`config.mk`:
```
export PLATFORM = sky130hd
export DESIGN_NAME = ghost_cell_boundary_source_flat
export DESIGN_NICKNAME = d
export VERILOG_FILES = /design/src/rtl/gcbs_pkg.sv /design/src/rtl/gcbs_if.sv /design/src/rtl/gcbs_lin_index.sv /design/src/rtl/ghost_cell_boundary_source.sv /design/src/flat_wrapper.sv
export SDC_FILE = /design/constraint.sdc
export NUM_CORES = 2
export LEC_CHECK = 0
export BUFFER_PORTS_ARGS = -buffer_cell sky130_fd_sc_hd__buf_2
export CAP_MARGIN = 20
export CORE_AREA = 10 10 290 292
export CTS_BUF_LIST = sky130_fd_sc_hd__clkbuf_4 sky130_fd_sc_hd__clkbuf_8 sky130_fd_sc_hd__clkbuf_16
export DETAILED_ROUTE_END_ITERATION = 12
export DIE_AREA = 0 0 300 302
export HOLD_SLACK_MARGIN = 0.1
export PLACE_DENSITY = 0.77
export SLEW_MARGIN = 20
export SYNTH_ARGS = -nofsm -noshare
export SYNTH_HDL_FRONTEND = slang
export SYNTH_SLANG_ARGS = --single-unit
export TNS_END_PERCENT = 10
```
`constraint.sdc`:
```
create_clock -name clk_i -period 14.3 [get_ports clk_i]
set_input_delay 0.715 -clock clk_i [delete_from_list [all_inputs] [get_ports clk_i]]
set_output_delay 0.715 -clock clk_i [all_outputs]
set_load 0.005 [all_outputs]
```
`src/rtl/gcbs_pkg.sv`:
```
// gcbs_pkg: widths, codes and shared types of the ghost cell boundary source.
// Used by the channel interfaces, gcbs_lin_index and ghost_cell_boundary_source.
`timescale 1ns / 1ps
`default_nettype none

package gcbs_pkg;

  localparam int MAX_EXTENT = 1024;
  localparam int MAX_GHOST  = 16;

  // fixed field widths
  localparam int AXIS_W  = 2;
  localparam int LAYER_W = 4;
  localparam int COORD_W = 10;
  localparam int KIND_W  = 3;
  localparam int IDX_W   = 30;
  localparam int EXT_REG_W = 11;
  localparam int GH_REG_W  = 5;
  localparam int CFG_IDX_W  = 3;
  localparam int CFG_DATA_W = 11;

  // derived widths
  localparam int EXT_W = $clog2(MAX_EXTENT + 1);
  localparam int GH_W  = $clog2(MAX_GHOST + 1);
  localparam int AW0   = (EXT_W > GH_W + 1) ? EXT_W : GH_W + 1;
  localparam int AW1   = (AW0 > COORD_W) ? AW0 : COORD_W;
  localparam int AW    = ((AW1 > LAYER_W) ? AW1 : LAYER_W) + 1;
  localparam int YP_W  = 2 * EXT_W;
  localparam int ZP_W  = 3 * EXT_W;
  localparam int SUM_W = ZP_W + 1;

  // register indexes
  localparam logic [CFG_IDX_W-1:0] CFG_EXTENT_X = 3'd0;
  localparam logic [CFG_IDX_W-1:0] CFG_EXTENT_Y = 3'd1;
  localparam logic [CFG_IDX_W-1:0] CFG_EXTENT_Z = 3'd2;
  localparam logic [CFG_IDX_W-1:0] CFG_GHOST_X  = 3'd3;
  localparam logic [CFG_IDX_W-1:0] CFG_GHOST_Y  = 3'd4;
  localparam logic [CFG_IDX_W-1:0] CFG_GHOST_Z  = 3'd5;

  // axis codes
  localparam logic [AXIS_W-1:0] AXIS_X = 2'd0;
  localparam logic [AXIS_W-1:0] AXIS_Y = 2'd1;
  localparam logic [AXIS_W-1:0] AXIS_Z = 2'd2;

  // boundary kinds
  localparam logic [KIND_W-1:0] KIND_REFLECT  = 3'd0;
  localparam logic [KIND_W-1:0] KIND_OUTFLOW  = 3'd1;
  localparam logic [KIND_W-1:0] KIND_INFLOW   = 3'd2;
  localparam logic [KIND_W-1:0] KIND_PERIODIC = 3'd3;

  typedef struct packed {
    logic negate;
    logic use_inflow;
    logic fault;
  } flags_t;

endpackage

`default_nettype wire

```
`src/rtl/gcbs_if.sv`:
```
// gcbs channel interfaces: request, result and configuration write channels.
// Depends on gcbs_pkg for field widths.
`timescale 1ns / 1ps
`default_nettype none

interface gcbs_in_if;
  logic                              valid;
  logic                              ready;
  logic [gcbs_pkg::AXIS_W-1:0]       axis;
  logic                              side;
  logic [gcbs_pkg::LAYER_W-1:0]      layer;
  logic [gcbs_pkg::COORD_W-1:0]      coord_a;
  logic [gcbs_pkg::COORD_W-1:0]      coord_b;
  logic [gcbs_pkg::KIND_W-1:0]       boundary_kind;
  logic                              normal_velocity;

  modport source (output valid, axis, side, layer, coord_a, coord_b, boundary_kind,
                  normal_velocity, input ready);
  modport sink   (input valid, axis, side, layer, coord_a, coord_b, boundary_kind,
                  normal_velocity, output ready);
endinterface

interface gcbs_out_if;
  logic                          valid;
  logic                          ready;
  logic [gcbs_pkg::IDX_W-1:0]    target_index;
  logic [gcbs_pkg::IDX_W-1:0]    source_index;
  logic                          negate;
  logic                          use_inflow;
  logic                          fault;

  modport source (output valid, target_index, source_index, negate, use_inflow, fault,
                  input ready);
  modport sink   (input valid, target_index, source_index, negate, use_inflow, fault,
                  output ready);
endinterface

interface gcbs_cfg_if;
  logic                             valid;
  logic                             ready;
  logic [gcbs_pkg::CFG_IDX_W-1:0]   index;
  logic [gcbs_pkg::CFG_DATA_W-1:0]  data;

  modport source (output valid, index, data, input ready);
  modport sink   (input valid, index, data, output ready);
endinterface

`default_nettype wire

```
`src/rtl/gcbs_lin_index.sv`:
```
// gcbs_lin_index: three-stage pipeline for x + y*ext_x + z*ext_x*ext_y, mod 2^IDX_W.
// Depends on gcbs_pkg.
`timescale 1ns / 1ps
`default_nettype none

module gcbs_lin_index (
  input  wire logic                         clk_i,
  input  wire logic                         en_i,
  input  wire logic [gcbs_pkg::EXT_W-1:0]   x_i,
  input  wire logic [gcbs_pkg::EXT_W-1:0]   y_i,
  input  wire logic [gcbs_pkg::EXT_W-1:0]   z_i,
  input  wire logic [gcbs_pkg::EXT_W-1:0]   ext_x_i,
  input  wire logic [gcbs_pkg::EXT_W-1:0]   ext_y_i,
  output logic      [gcbs_pkg::IDX_W-1:0]   idx_o
);

  logic [gcbs_pkg::EXT_W-1:0] x_a_q, z_a_q;
  logic [gcbs_pkg::YP_W-1:0]  yp_a_q, plane_a_q;
  logic [gcbs_pkg::YP_W:0]    xy_b_q;
  logic [gcbs_pkg::ZP_W-1:0]  zp_b_q;
  logic [gcbs_pkg::SUM_W-1:0] sum_c_d;
  logic [gcbs_pkg::IDX_W-1:0] idx_c_q;

  // stage A: row offset and plane size
  always_ff @(posedge clk_i) begin
    if (en_i) begin
      x_a_q     <= x_i;
      z_a_q     <= z_i;
      yp_a_q    <= gcbs_pkg::YP_W'(y_i) * gcbs_pkg::YP_W'(ext_x_i);
      plane_a_q <= gcbs_pkg::YP_W'(ext_x_i) * gcbs_pkg::YP_W'(ext_y_i);
    end
  end

  // stage B: plane offset
  always_ff @(posedge clk_i) begin
    if (en_i) begin
      xy_b_q <= (gcbs_pkg::YP_W + 1)'(x_a_q) + (gcbs_pkg::YP_W + 1)'(yp_a_q);
      zp_b_q <= gcbs_pkg::ZP_W'(z_a_q) * gcbs_pkg::ZP_W'(plane_a_q);
    end
  end

  // stage C: final sum
  assign sum_c_d = gcbs_pkg::SUM_W'(xy_b_q) + gcbs_pkg::SUM_W'(zp_b_q);

  always_ff @(posedge clk_i) begin
    if (en_i) begin
      idx_c_q <= gcbs_pkg::IDX_W'(sum_c_d);
    end
  end

  assign idx_o = idx_c_q;

endmodule

`default_nettype wire

```
`src/rtl/ghost_cell_boundary_source.sv`:
```
// ghost_cell_boundary_source: top level, config registers, decode stage and pipeline control.
// Depends on gcbs_pkg, gcbs_if and gcbs_lin_index.
`timescale 1ns / 1ps
`default_nettype none

// One beat in, one beat out per ghost cell, one beat per cycle sustained while output ready
// holds. The pipeline is a decode stage (clamping, fault checks, axis coordinate of cell and
// source), then three stages of the index pipeline (row product, plane product, final sum);
// the last of these is the output register. The whole pipeline holds while the output beat
// waits, so input ready follows output ready in that case. Configuration writes are taken
// at once and must be made only while the pipeline is empty.

module ghost_cell_boundary_source (
  input  wire logic   clk_i,
  input  wire logic   rst_ni,
  gcbs_cfg_if.sink    cfg_i,
  gcbs_in_if.sink     in_i,
  gcbs_out_if.source  out_o
);

  localparam int AW    = gcbs_pkg::AW;
  localparam int EXT_W = gcbs_pkg::EXT_W;

  logic [gcbs_pkg::EXT_REG_W-1:0] ext_x_q, ext_y_q, ext_z_q;
  logic [gcbs_pkg::GH_REG_W-1:0]  gh_x_q, gh_y_q, gh_z_q;

  always_ff @(posedge clk_i or negedge rst_ni) begin
    if (!rst_ni) begin
      ext_x_q <= gcbs_pkg::EXT_REG_W'(1);
      ext_y_q <= gcbs_pkg::EXT_REG_W'(1);
      ext_z_q <= gcbs_pkg::EXT_REG_W'(1);
      gh_x_q  <= '0;
      gh_y_q  <= '0;
      gh_z_q  <= '0;
    end else if (cfg_i.valid) begin
      case (cfg_i.index)
        gcbs_pkg::CFG_EXTENT_X: ext_x_q <= cfg_i.data;
        gcbs_pkg::CFG_EXTENT_Y: ext_y_q <= cfg_i.data;
        gcbs_pkg::CFG_EXTENT_Z: ext_z_q <= cfg_i.data;
        gcbs_pkg::CFG_GHOST_X:  gh_x_q  <= gcbs_pkg::GH_REG_W'(cfg_i.data);
        gcbs_pkg::CFG_GHOST_Y:  gh_y_q  <= gcbs_pkg::GH_REG_W'(cfg_i.data);
        gcbs_pkg::CFG_GHOST_Z:  gh_z_q  <= gcbs_pkg::GH_REG_W'(cfg_i.data);
        default: ;
      endcase
    end
  end

  assign cfg_i.ready = 1'b1;

  // clamped geometry
  logic [AW-1:0] ext_x, ext_y, ext_z, gh_x, gh_y, gh_z;

  always_comb begin
    ext_x = (ext_x_q == '0) ? AW'(1) :
            (32'(ext_x_q) > 32'(gcbs_pkg::MAX_EXTENT)) ? AW'(gcbs_pkg::MAX_EXTENT) : AW'(ext_x_q);
    ext_y = (ext_y_q == '0) ? AW'(1) :
            (32'(ext_y_q) > 32'(gcbs_pkg::MAX_EXTENT)) ? AW'(gcbs_pkg::MAX_EXTENT) : AW'(ext_y_q);
    ext_z = (ext_z_q == '0) ? AW'(1) :
            (32'(ext_z_q) > 32'(gcbs_pkg::MAX_EXTENT)) ? AW'(gcbs_pkg::MAX_EXTENT) : AW'(ext_z_q);
    gh_x  = (32'(gh_x_q) > 32'(gcbs_pkg::MAX_GHOST)) ? AW'(gcbs_pkg::MAX_GHOST) : AW'(gh_x_q);
    gh_y  = (32'(gh_y_q) > 32'(gcbs_pkg::MAX_GHOST)) ? AW'(gcbs_pkg::MAX_GHOST) : AW'(gh_y_q);
    gh_z  = (32'(gh_z_q) > 32'(gcbs_pkg::MAX_GHOST)) ? AW'(gcbs_pkg::MAX_GHOST) : AW'(gh_z_q);
  end

  // pipeline control
  logic v1_q, v2_q, v3_q, v4_q, en;
  assign en         = !v4_q || out_o.ready;
  assign in_i.ready = en;

  always_ff @(posedge clk_i or negedge rst_ni) begin
    if (!rst_ni) begin
      v1_q <= 1'b0;
      v2_q <= 1'b0;
      v3_q <= 1'b0;
      v4_q <= 1'b0;
    end else if (en) begin
      v1_q <= in_i.valid;
      v2_q <= v1_q;
      v3_q <= v2_q;
      v4_q <= v3_q;
    end
  end

  // decode stage
  logic [AW-1:0] n, g, ext_ta, ext_tb, lay, ca, cb;
  logic [AW-1:0] e, span, p, sp;
  logic          bad_axis, bad_kind, flt;
  gcbs_pkg::flags_t flags_d;
  logic [EXT_W-1:0] cx_d, cy_d, cz_d, sx_d, sy_d, sz_d;

  always_comb begin
    bad_axis = 1'b0;
    n        = ext_x;
    g        = gh_x;
    ext_ta   = ext_y;
    ext_tb   = ext_z;
    case (in_i.axis)
      gcbs_pkg::AXIS_X: begin
        n = ext_x; g = gh_x; ext_ta = ext_y; ext_tb = ext_z;
      end
      gcbs_pkg::AXIS_Y: begin
        n = ext_y; g = gh_y; ext_ta = ext_x; ext_tb = ext_z;
      end
      gcbs_pkg::AXIS_Z: begin
        n = ext_z; g = gh_z; ext_ta = ext_x; ext_tb = ext_y;
      end
      default: bad_axis = 1'b1;
    endcase

    lay  = AW'(in_i.layer);
    ca   = AW'(in_i.coord_a);
    cb   = AW'(in_i.coord_b);
    e    = n - g - AW'(1);
    span = n - (g << 1);
    p    = in_i.side ? (e + AW'(1) + lay) : (g - AW'(1) - lay);

    bad_kind        = 1'b0;
    sp              = '0;
    flags_d         = '0;
    case (in_i.boundary_kind)
      gcbs_pkg::KIND_REFLECT: begin
        sp = in_i.side ? (e - lay) : (g + lay);
        flags_d.negate = in_i.normal_velocity;
      end
      gcbs_pkg::KIND_OUTFLOW:  sp = in_i.side ? e : g;
      gcbs_pkg::KIND_INFLOW:   flags_d.use_inflow = 1'b1;
      gcbs_pkg::KIND_PERIODIC: sp = in_i.side ? (p - span) : (p + span);
      default: bad_kind = 1'b1;
    endcase

    flt = bad_axis || bad_kind || (lay >= g) || (n <= (g << 1)) ||
          (ca >= ext_ta) || (cb >= ext_tb);
    if (flt) begin
      flags_d = '0;
      flags_d.fault = 1'b1;
    end

    // zero coordinates give zero indexes for faulted beats and a zero source index for inflow beats
    cx_d = '0; cy_d = '0; cz_d = '0;
    sx_d = '0; sy_d = '0; sz_d = '0;
    if (!flt) begin
      case (in_i.axis)
        gcbs_pkg::AXIS_X: begin
          cx_d = EXT_W'(p);  cy_d = EXT_W'(ca); cz_d = EXT_W'(cb);
          sx_d = EXT_W'(sp); sy_d = EXT_W'(ca); sz_d = EXT_W'(cb);
        end
        gcbs_pkg::AXIS_Y: begin
          cx_d = EXT_W'(ca); cy_d = EXT_W'(p);  cz_d = EXT_W'(cb);
          sx_d = EXT_W'(ca); sy_d = EXT_W'(sp); sz_d = EXT_W'(cb);
        end
        default: begin
          cx_d = EXT_W'(ca); cy_d = EXT_W'(cb); cz_d = EXT_W'(p);
          sx_d = EXT_W'(ca); sy_d = EXT_W'(cb); sz_d = EXT_W'(sp);
        end
      endcase
      if (flags_d.use_inflow) begin
        sx_d = '0; sy_d = '0; sz_d = '0;
      end
    end
  end

  logic [EXT_W-1:0] cx1_q, cy1_q, cz1_q, sx1_q, sy1_q, sz1_q;
  gcbs_pkg::flags_t f1_q, f2_q, f3_q, f4_q;

  always_ff @(posedge clk_i) begin
    if (en) begin
      cx1_q <= cx_d; cy1_q <= cy_d; cz1_q <= cz_d;
      sx1_q <= sx_d; sy1_q <= sy_d; sz1_q <= sz_d;
      f1_q  <= flags_d;
      f2_q  <= f1_q;
      f3_q  <= f2_q;
      f4_q  <= f3_q;
    end
  end

  logic [gcbs_pkg::IDX_W-1:0] tgt_idx, src_idx;

  gcbs_lin_index u_tgt_index (
    .clk_i   (clk_i),
    .en_i    (en),
    .x_i     (cx1_q),
    .y_i     (cy1_q),
    .z_i     (cz1_q),
    .ext_x_i (EXT_W'(ext_x)),
    .ext_y_i (EXT_W'(ext_y)),
    .idx_o   (tgt_idx)
  );

  gcbs_lin_index u_src_index (
    .clk_i   (clk_i),
    .en_i    (en),
    .x_i     (sx1_q),
    .y_i     (sy1_q),
    .z_i     (sz1_q),
    .ext_x_i (EXT_W'(ext_x)),
    .ext_y_i (EXT_W'(ext_y)),
    .idx_o   (src_idx)
  );

  assign out_o.valid        = v4_q;
  assign out_o.target_index = tgt_idx;
  assign out_o.source_index = src_idx;
  assign out_o.negate       = f4_q.negate;
  assign out_o.use_inflow   = f4_q.use_inflow;
  assign out_o.fault        = f4_q.fault;

  a_fault_zero: assert property (@(posedge clk_i) disable iff (!rst_ni)
    (out_o.valid && out_o.fault) |-> (out_o.target_index == '0 &&
      out_o.source_index == '0 && !out_o.negate && !out_o.use_inflow))
    else $error("faulted beat carries nonzero fields");

  a_inflow_src: assert property (@(posedge clk_i) disable iff (!rst_ni)
    (out_o.valid && out_o.use_inflow) |-> (out_o.source_index == '0 && !out_o.negate))
    else $error("inflow beat with source index or negate");

  a_stall_hold: assert property (@(posedge clk_i) disable iff (!rst_ni)
    (v3_q && v4_q && !out_o.ready) |=> (v3_q && v4_q))
    else $error("pipeline dropped a beat during stall");

endmodule

`default_nettype wire
```
`src/flat_wrapper.sv`:
```
// flat-port wrapper written by rule: the top's interface ports become plain ports
module ghost_cell_boundary_source_flat 
  (clk_i, rst_ni, cfg_i_valid, cfg_i_index, cfg_i_data, cfg_i_ready, in_i_valid, in_i_axis, in_i_side, in_i_layer, in_i_coord_a, in_i_coord_b, in_i_boundary_kind, in_i_normal_velocity, in_i_ready, out_o_valid, out_o_target_index, out_o_source_index, out_o_negate, out_o_use_inflow, out_o_fault, out_o_ready);
  gcbs_cfg_if cfg_i_i ();
  gcbs_in_if in_i_i ();
  gcbs_out_if out_o_i ();
  input  wire logic clk_i;
  input  wire logic rst_ni;
  input wire logic [$bits(cfg_i_i.valid)-1:0] cfg_i_valid;
  input wire logic [$bits(cfg_i_i.index)-1:0] cfg_i_index;
  input wire logic [$bits(cfg_i_i.data)-1:0] cfg_i_data;
  output wire logic [$bits(cfg_i_i.ready)-1:0] cfg_i_ready;
  input wire logic [$bits(in_i_i.valid)-1:0] in_i_valid;
  input wire logic [$bits(in_i_i.axis)-1:0] in_i_axis;
  input wire logic [$bits(in_i_i.side)-1:0] in_i_side;
  input wire logic [$bits(in_i_i.layer)-1:0] in_i_layer;
  input wire logic [$bits(in_i_i.coord_a)-1:0] in_i_coord_a;
  input wire logic [$bits(in_i_i.coord_b)-1:0] in_i_coord_b;
  input wire logic [$bits(in_i_i.boundary_kind)-1:0] in_i_boundary_kind;
  input wire logic [$bits(in_i_i.normal_velocity)-1:0] in_i_normal_velocity;
  output wire logic [$bits(in_i_i.ready)-1:0] in_i_ready;
  output wire logic [$bits(out_o_i.valid)-1:0] out_o_valid;
  output wire logic [$bits(out_o_i.target_index)-1:0] out_o_target_index;
  output wire logic [$bits(out_o_i.source_index)-1:0] out_o_source_index;
  output wire logic [$bits(out_o_i.negate)-1:0] out_o_negate;
  output wire logic [$bits(out_o_i.use_inflow)-1:0] out_o_use_inflow;
  output wire logic [$bits(out_o_i.fault)-1:0] out_o_fault;
  input wire logic [$bits(out_o_i.ready)-1:0] out_o_ready;
  assign cfg_i_i.valid = cfg_i_valid;
  assign cfg_i_i.index = cfg_i_index;
  assign cfg_i_i.data = cfg_i_data;
  assign cfg_i_ready = cfg_i_i.ready;
  assign in_i_i.valid = in_i_valid;
  assign in_i_i.axis = in_i_axis;
  assign in_i_i.side = in_i_side;
  assign in_i_i.layer = in_i_layer;
  assign in_i_i.coord_a = in_i_coord_a;
  assign in_i_i.coord_b = in_i_coord_b;
  assign in_i_i.boundary_kind = in_i_boundary_kind;
  assign in_i_i.normal_velocity = in_i_normal_velocity;
  assign in_i_ready = in_i_i.ready;
  assign out_o_valid = out_o_i.valid;
  assign out_o_target_index = out_o_i.target_index;
  assign out_o_source_index = out_o_i.source_index;
  assign out_o_negate = out_o_i.negate;
  assign out_o_use_inflow = out_o_i.use_inflow;
  assign out_o_fault = out_o_i.fault;
  assign out_o_i.ready = out_o_ready;
  ghost_cell_boundary_source u_core (.clk_i(clk_i), .rst_ni(rst_ni), .cfg_i(cfg_i_i), .in_i(in_i_i), .out_o(out_o_i));
endmodule
```
==> impl_results.md <==
* Outcome: complete, no violations
* Synth top cells by count: 713 x inv_1, 689 x nand2_1, 605 x fa_1
* Final Setup Violations at 0
* DR vias at ~34000
* Max Used Layer: met5
* Clock Sinks at roughly 400
* Setup Skew at about 0.034 ns
* DR vias/cell at between 5 and 6
* Ys async rst share at about an eighth
* Row cnt at 103
* Min-Delay Path Class: input port to async pin
* Yosys cell types at 95
* Mapped Cells at 4750
* Yosys reg bits at a little over 400
* Clk buf depth at 3
* DRT Pass-1 Iters at 6
* CP top delay family: adder cells
* Worst EP required at about 15 ns
* Crit-path max FO at 22
* Slew Limit Fails at 0
* Layout cell share with drive strength beyond 1 at 7.11%
* Post-CTS setup buffers at 0
* Final ANT Viol Nets at 0
* Drt total wl at about 110000 um
* WP buf/inv at 7
* P&R area growth vs syn at 6.76%
* Sequential-to-total area share from yosys stat at approximately a quarter
* Fillers at 6334
* Relative slew slack at about 27%
* Die area at just over 0.09 mm2
* GRT Overall Usage at between 20% and 30%
* Worst-Margin Slew at 1.10 ns
* Routability Congestion at 0.930
* H-Tree Depth at 2
* Total CTS buffers at 46
* EDFF count, synth at ~350
* Crit path kind: flip-flop to flip-flop
* NumNets Final at around 6000
* Largest cells by area after synthesis: fa_1 26%, edfxtp_1 23%, ha_1 11%, inv_1 5.7%, nand2_1 5.5%
* Fin crit period at 7.81 ns
* Mapped cell area at roughly 0.047 mm2
* Initial Util at between 50% and 60%
* GRT overflow at 0
* TritonCTS clock tree: built
* Global-route wire length before repair at around 190000 um
* FMAX at approximately 0.13 GHz
* Max-Cap Viols at 0
* Final Hold Viols at 0
* Chip width at about 300 um
* Drc violations at 0
* Cell accounting for the most synthesized area: fa_1
* Met3 wire length at around 8600 um
* Setup WS pre-CTS at between 6 and 7 ns
* Post-Syn Nets at between 5000 and 6000
* Detailed Place HPWL at just under 90000 um
* Crit start category: flip-flop
* Most frequent cell after synthesis: inv_1
* Worst-path clk slew at 0.07 ns
* Tcrit/Tclk final at approximately 55%
* CP max-delay cell: dfrtp_1
* Number of global-route vias before repair at 34981
* DRT iter0 DRCs at 2803
* Met2 wire len at ~55000 um
* IO Port Bufs at about 110
* Synth Warn # at 0
* DIE HEIGHT at between 300 and 400 um
* Crit end category: flip-flop
* Largest net degree at the start of global routing at 80
* Ys flop type: edfxtp_1
* Post-CTS Resized at 0
* Initial antenna violation count at 6
* Max incr delay on CP at ~0.61 ns
* Wire length per cell at 19.3 um
* Wl on met1 at roughly 46000 um
* CTS root buffer: clkbuf_16
* Core area at ~0.08 mm2
* RSZ-0062 raised after global routing: false
* Synth top area share at between 20% and 30%
* Setup TNS at 0 ns
* Worst path arrival time at ~8 ns
* CTS Hold Buffers Added at 0
* Clk_lat worst skew at 0.61 ns
* Worst setup margin at ~6.5 ns
* Num ports at between 100 and 150
* Avg Cell Area, Syn at 9.82 um2
[flip-flops by register name, indices dropped and copies added (netlist names), 22 cells and up]
signal / count
u_core.u_src_index.idx_o: 30
u_core.u_src_index.xy_b_q: 23
u_core.u_src_index.yp_a_q: 22
u_core.u_src_index.zp_b_q: 30
u_core.u_tgt_index.idx_o: 30
u_core.u_tgt_index.plane_a_q: 22
u_core.u_tgt_index.xy_b_q: 23
u_core.u_tgt_index.yp_a_q: 22
u_core.u_tgt_index.zp_b_q: 30
[cells in the final DEF (no fill, tap or decap), types with 8 or more instances in the layout]
cell	netlist	layout
nand2_1	689	689
o41ai_1	11	11
a211o_1	10	10
dfrtp_1	49	49
buf_2	3	114
o21bai_1	16	16
a21oi_1	183	182
nor2_1	235	234
nor3_1	48	48
a31oi_1	19	19
edfxtp_1	354	354
and3_1	42	42
a21boi_0	20	20
a22oi_1	23	23
nor2b_1	38	31
xnor2_1	180	180
nand3_1	35	35
nand4_1	10	10
o21a_1	37	37
mux2_2	49	49
clkbuf_16	0	48
inv_1	713	713
a21o_1	60	60
xor2_1	60	60
o21ai_0	109	108
mux2i_1	11	11
buf_4	5	49
nor3b_1	16	15
ha_1	426	425
nor4_1	9	9
nand2b_1	49	48
fa_1	605	605
a211oi_1	36	36
and2_1	266	266
a2111oi_0	8	8
[logic make-up after synthesis]
logic type	Yosys count	share of synthesized area, %
flip-flops	406	25.6
multiplexers	61	1.47
adder cells (fa/ha/maj)	1031	37.4
XOR/XNOR	241	4.54
AO/OA/AOI/OAI	614	8.67
other	1	0.00804
buffers and inverters	917	7.47
AND/OR/NAND/NOR	1479	14.9
[path summary, 6_finish.rpt]
kind / start / to / slack (ns) / cells past startpoint
min in group clk_i: in_i_valid / u_core.v1_q / 0.35 / 2
worst max-delay path: u_core.ext_x_q[1] / u_core.u_tgt_index.yp_a_q[20] / 6.49 / 26
worst min register to register: u_core.cx1_q[8] / u_core.u_tgt_index.x_a_q[8] / 0.39 / 0
worst max register to register: u_core.ext_x_q[1] / u_core.u_tgt_index.yp_a_q[20] / 6.49 / 26
max in group asynchronous: rst_ni / u_core.gh_y_q[2] / 13.61 / 2
worst min-delay path: rst_ni / u_core.gh_y_q[0] / 0.24 / 2
[final cells by class]
type | count | area, um2 | area share [%]
Sequential cell | 406 | 11900 | 24.0
Multi-Input combinational cell | 3427 | 31300 | 62.8
Tap cell | 1050 | 1310 | 2.64
Inverter | 714 | 2680 | 5.38
Antenna cell | 4 | 10.0 | 0.0201
Timing Repair Buffer | 164 | 943 | 1.89
Clock buffer | 53 | 1240 | 2.50
Clock inverter | 32 | 409 | 0.821
[routing by layer]
metal  up-vias  global-route usage [%]
met3       229                    3.81
met1     16724                    33.4
met5         -                       0
li1      15399                       -
met4         2                    7.85
met2      1374                    43.1
[worst reg2reg max path, delay by kind of cell (launching register included)]
kind / cells / cell delay, ns
buf+inv: 7 / 0.85
fa+ha+maj: 6 / 2.82
xor+xnor: 1 / 0.09
simple gates: 5 / 1.27
compound gates: 7 / 1.92
flops: 1 / 0.61
[metrics by stage]
stage / std cells / util, % / hold WS, ns / instance area [um2]
after floorplan: 4750 / - / 0.400 / 46700
after global routing: 5848 / 63.6 / 0.278 / 49800
after CTS: 5845 / 63.6 / 0.235 / 49800
after detailed placement: 5760 / 61.4 / 0.405 / 48100
final: 5850 / 63.6 / 0.240 / 49800
after global placement: 5760 / 61.4 / 0.401 / 48100
Power is left out: the tool's default activity adds up to more than one toggle a clock period on the data nets, which glitch-free logic cannot reach.
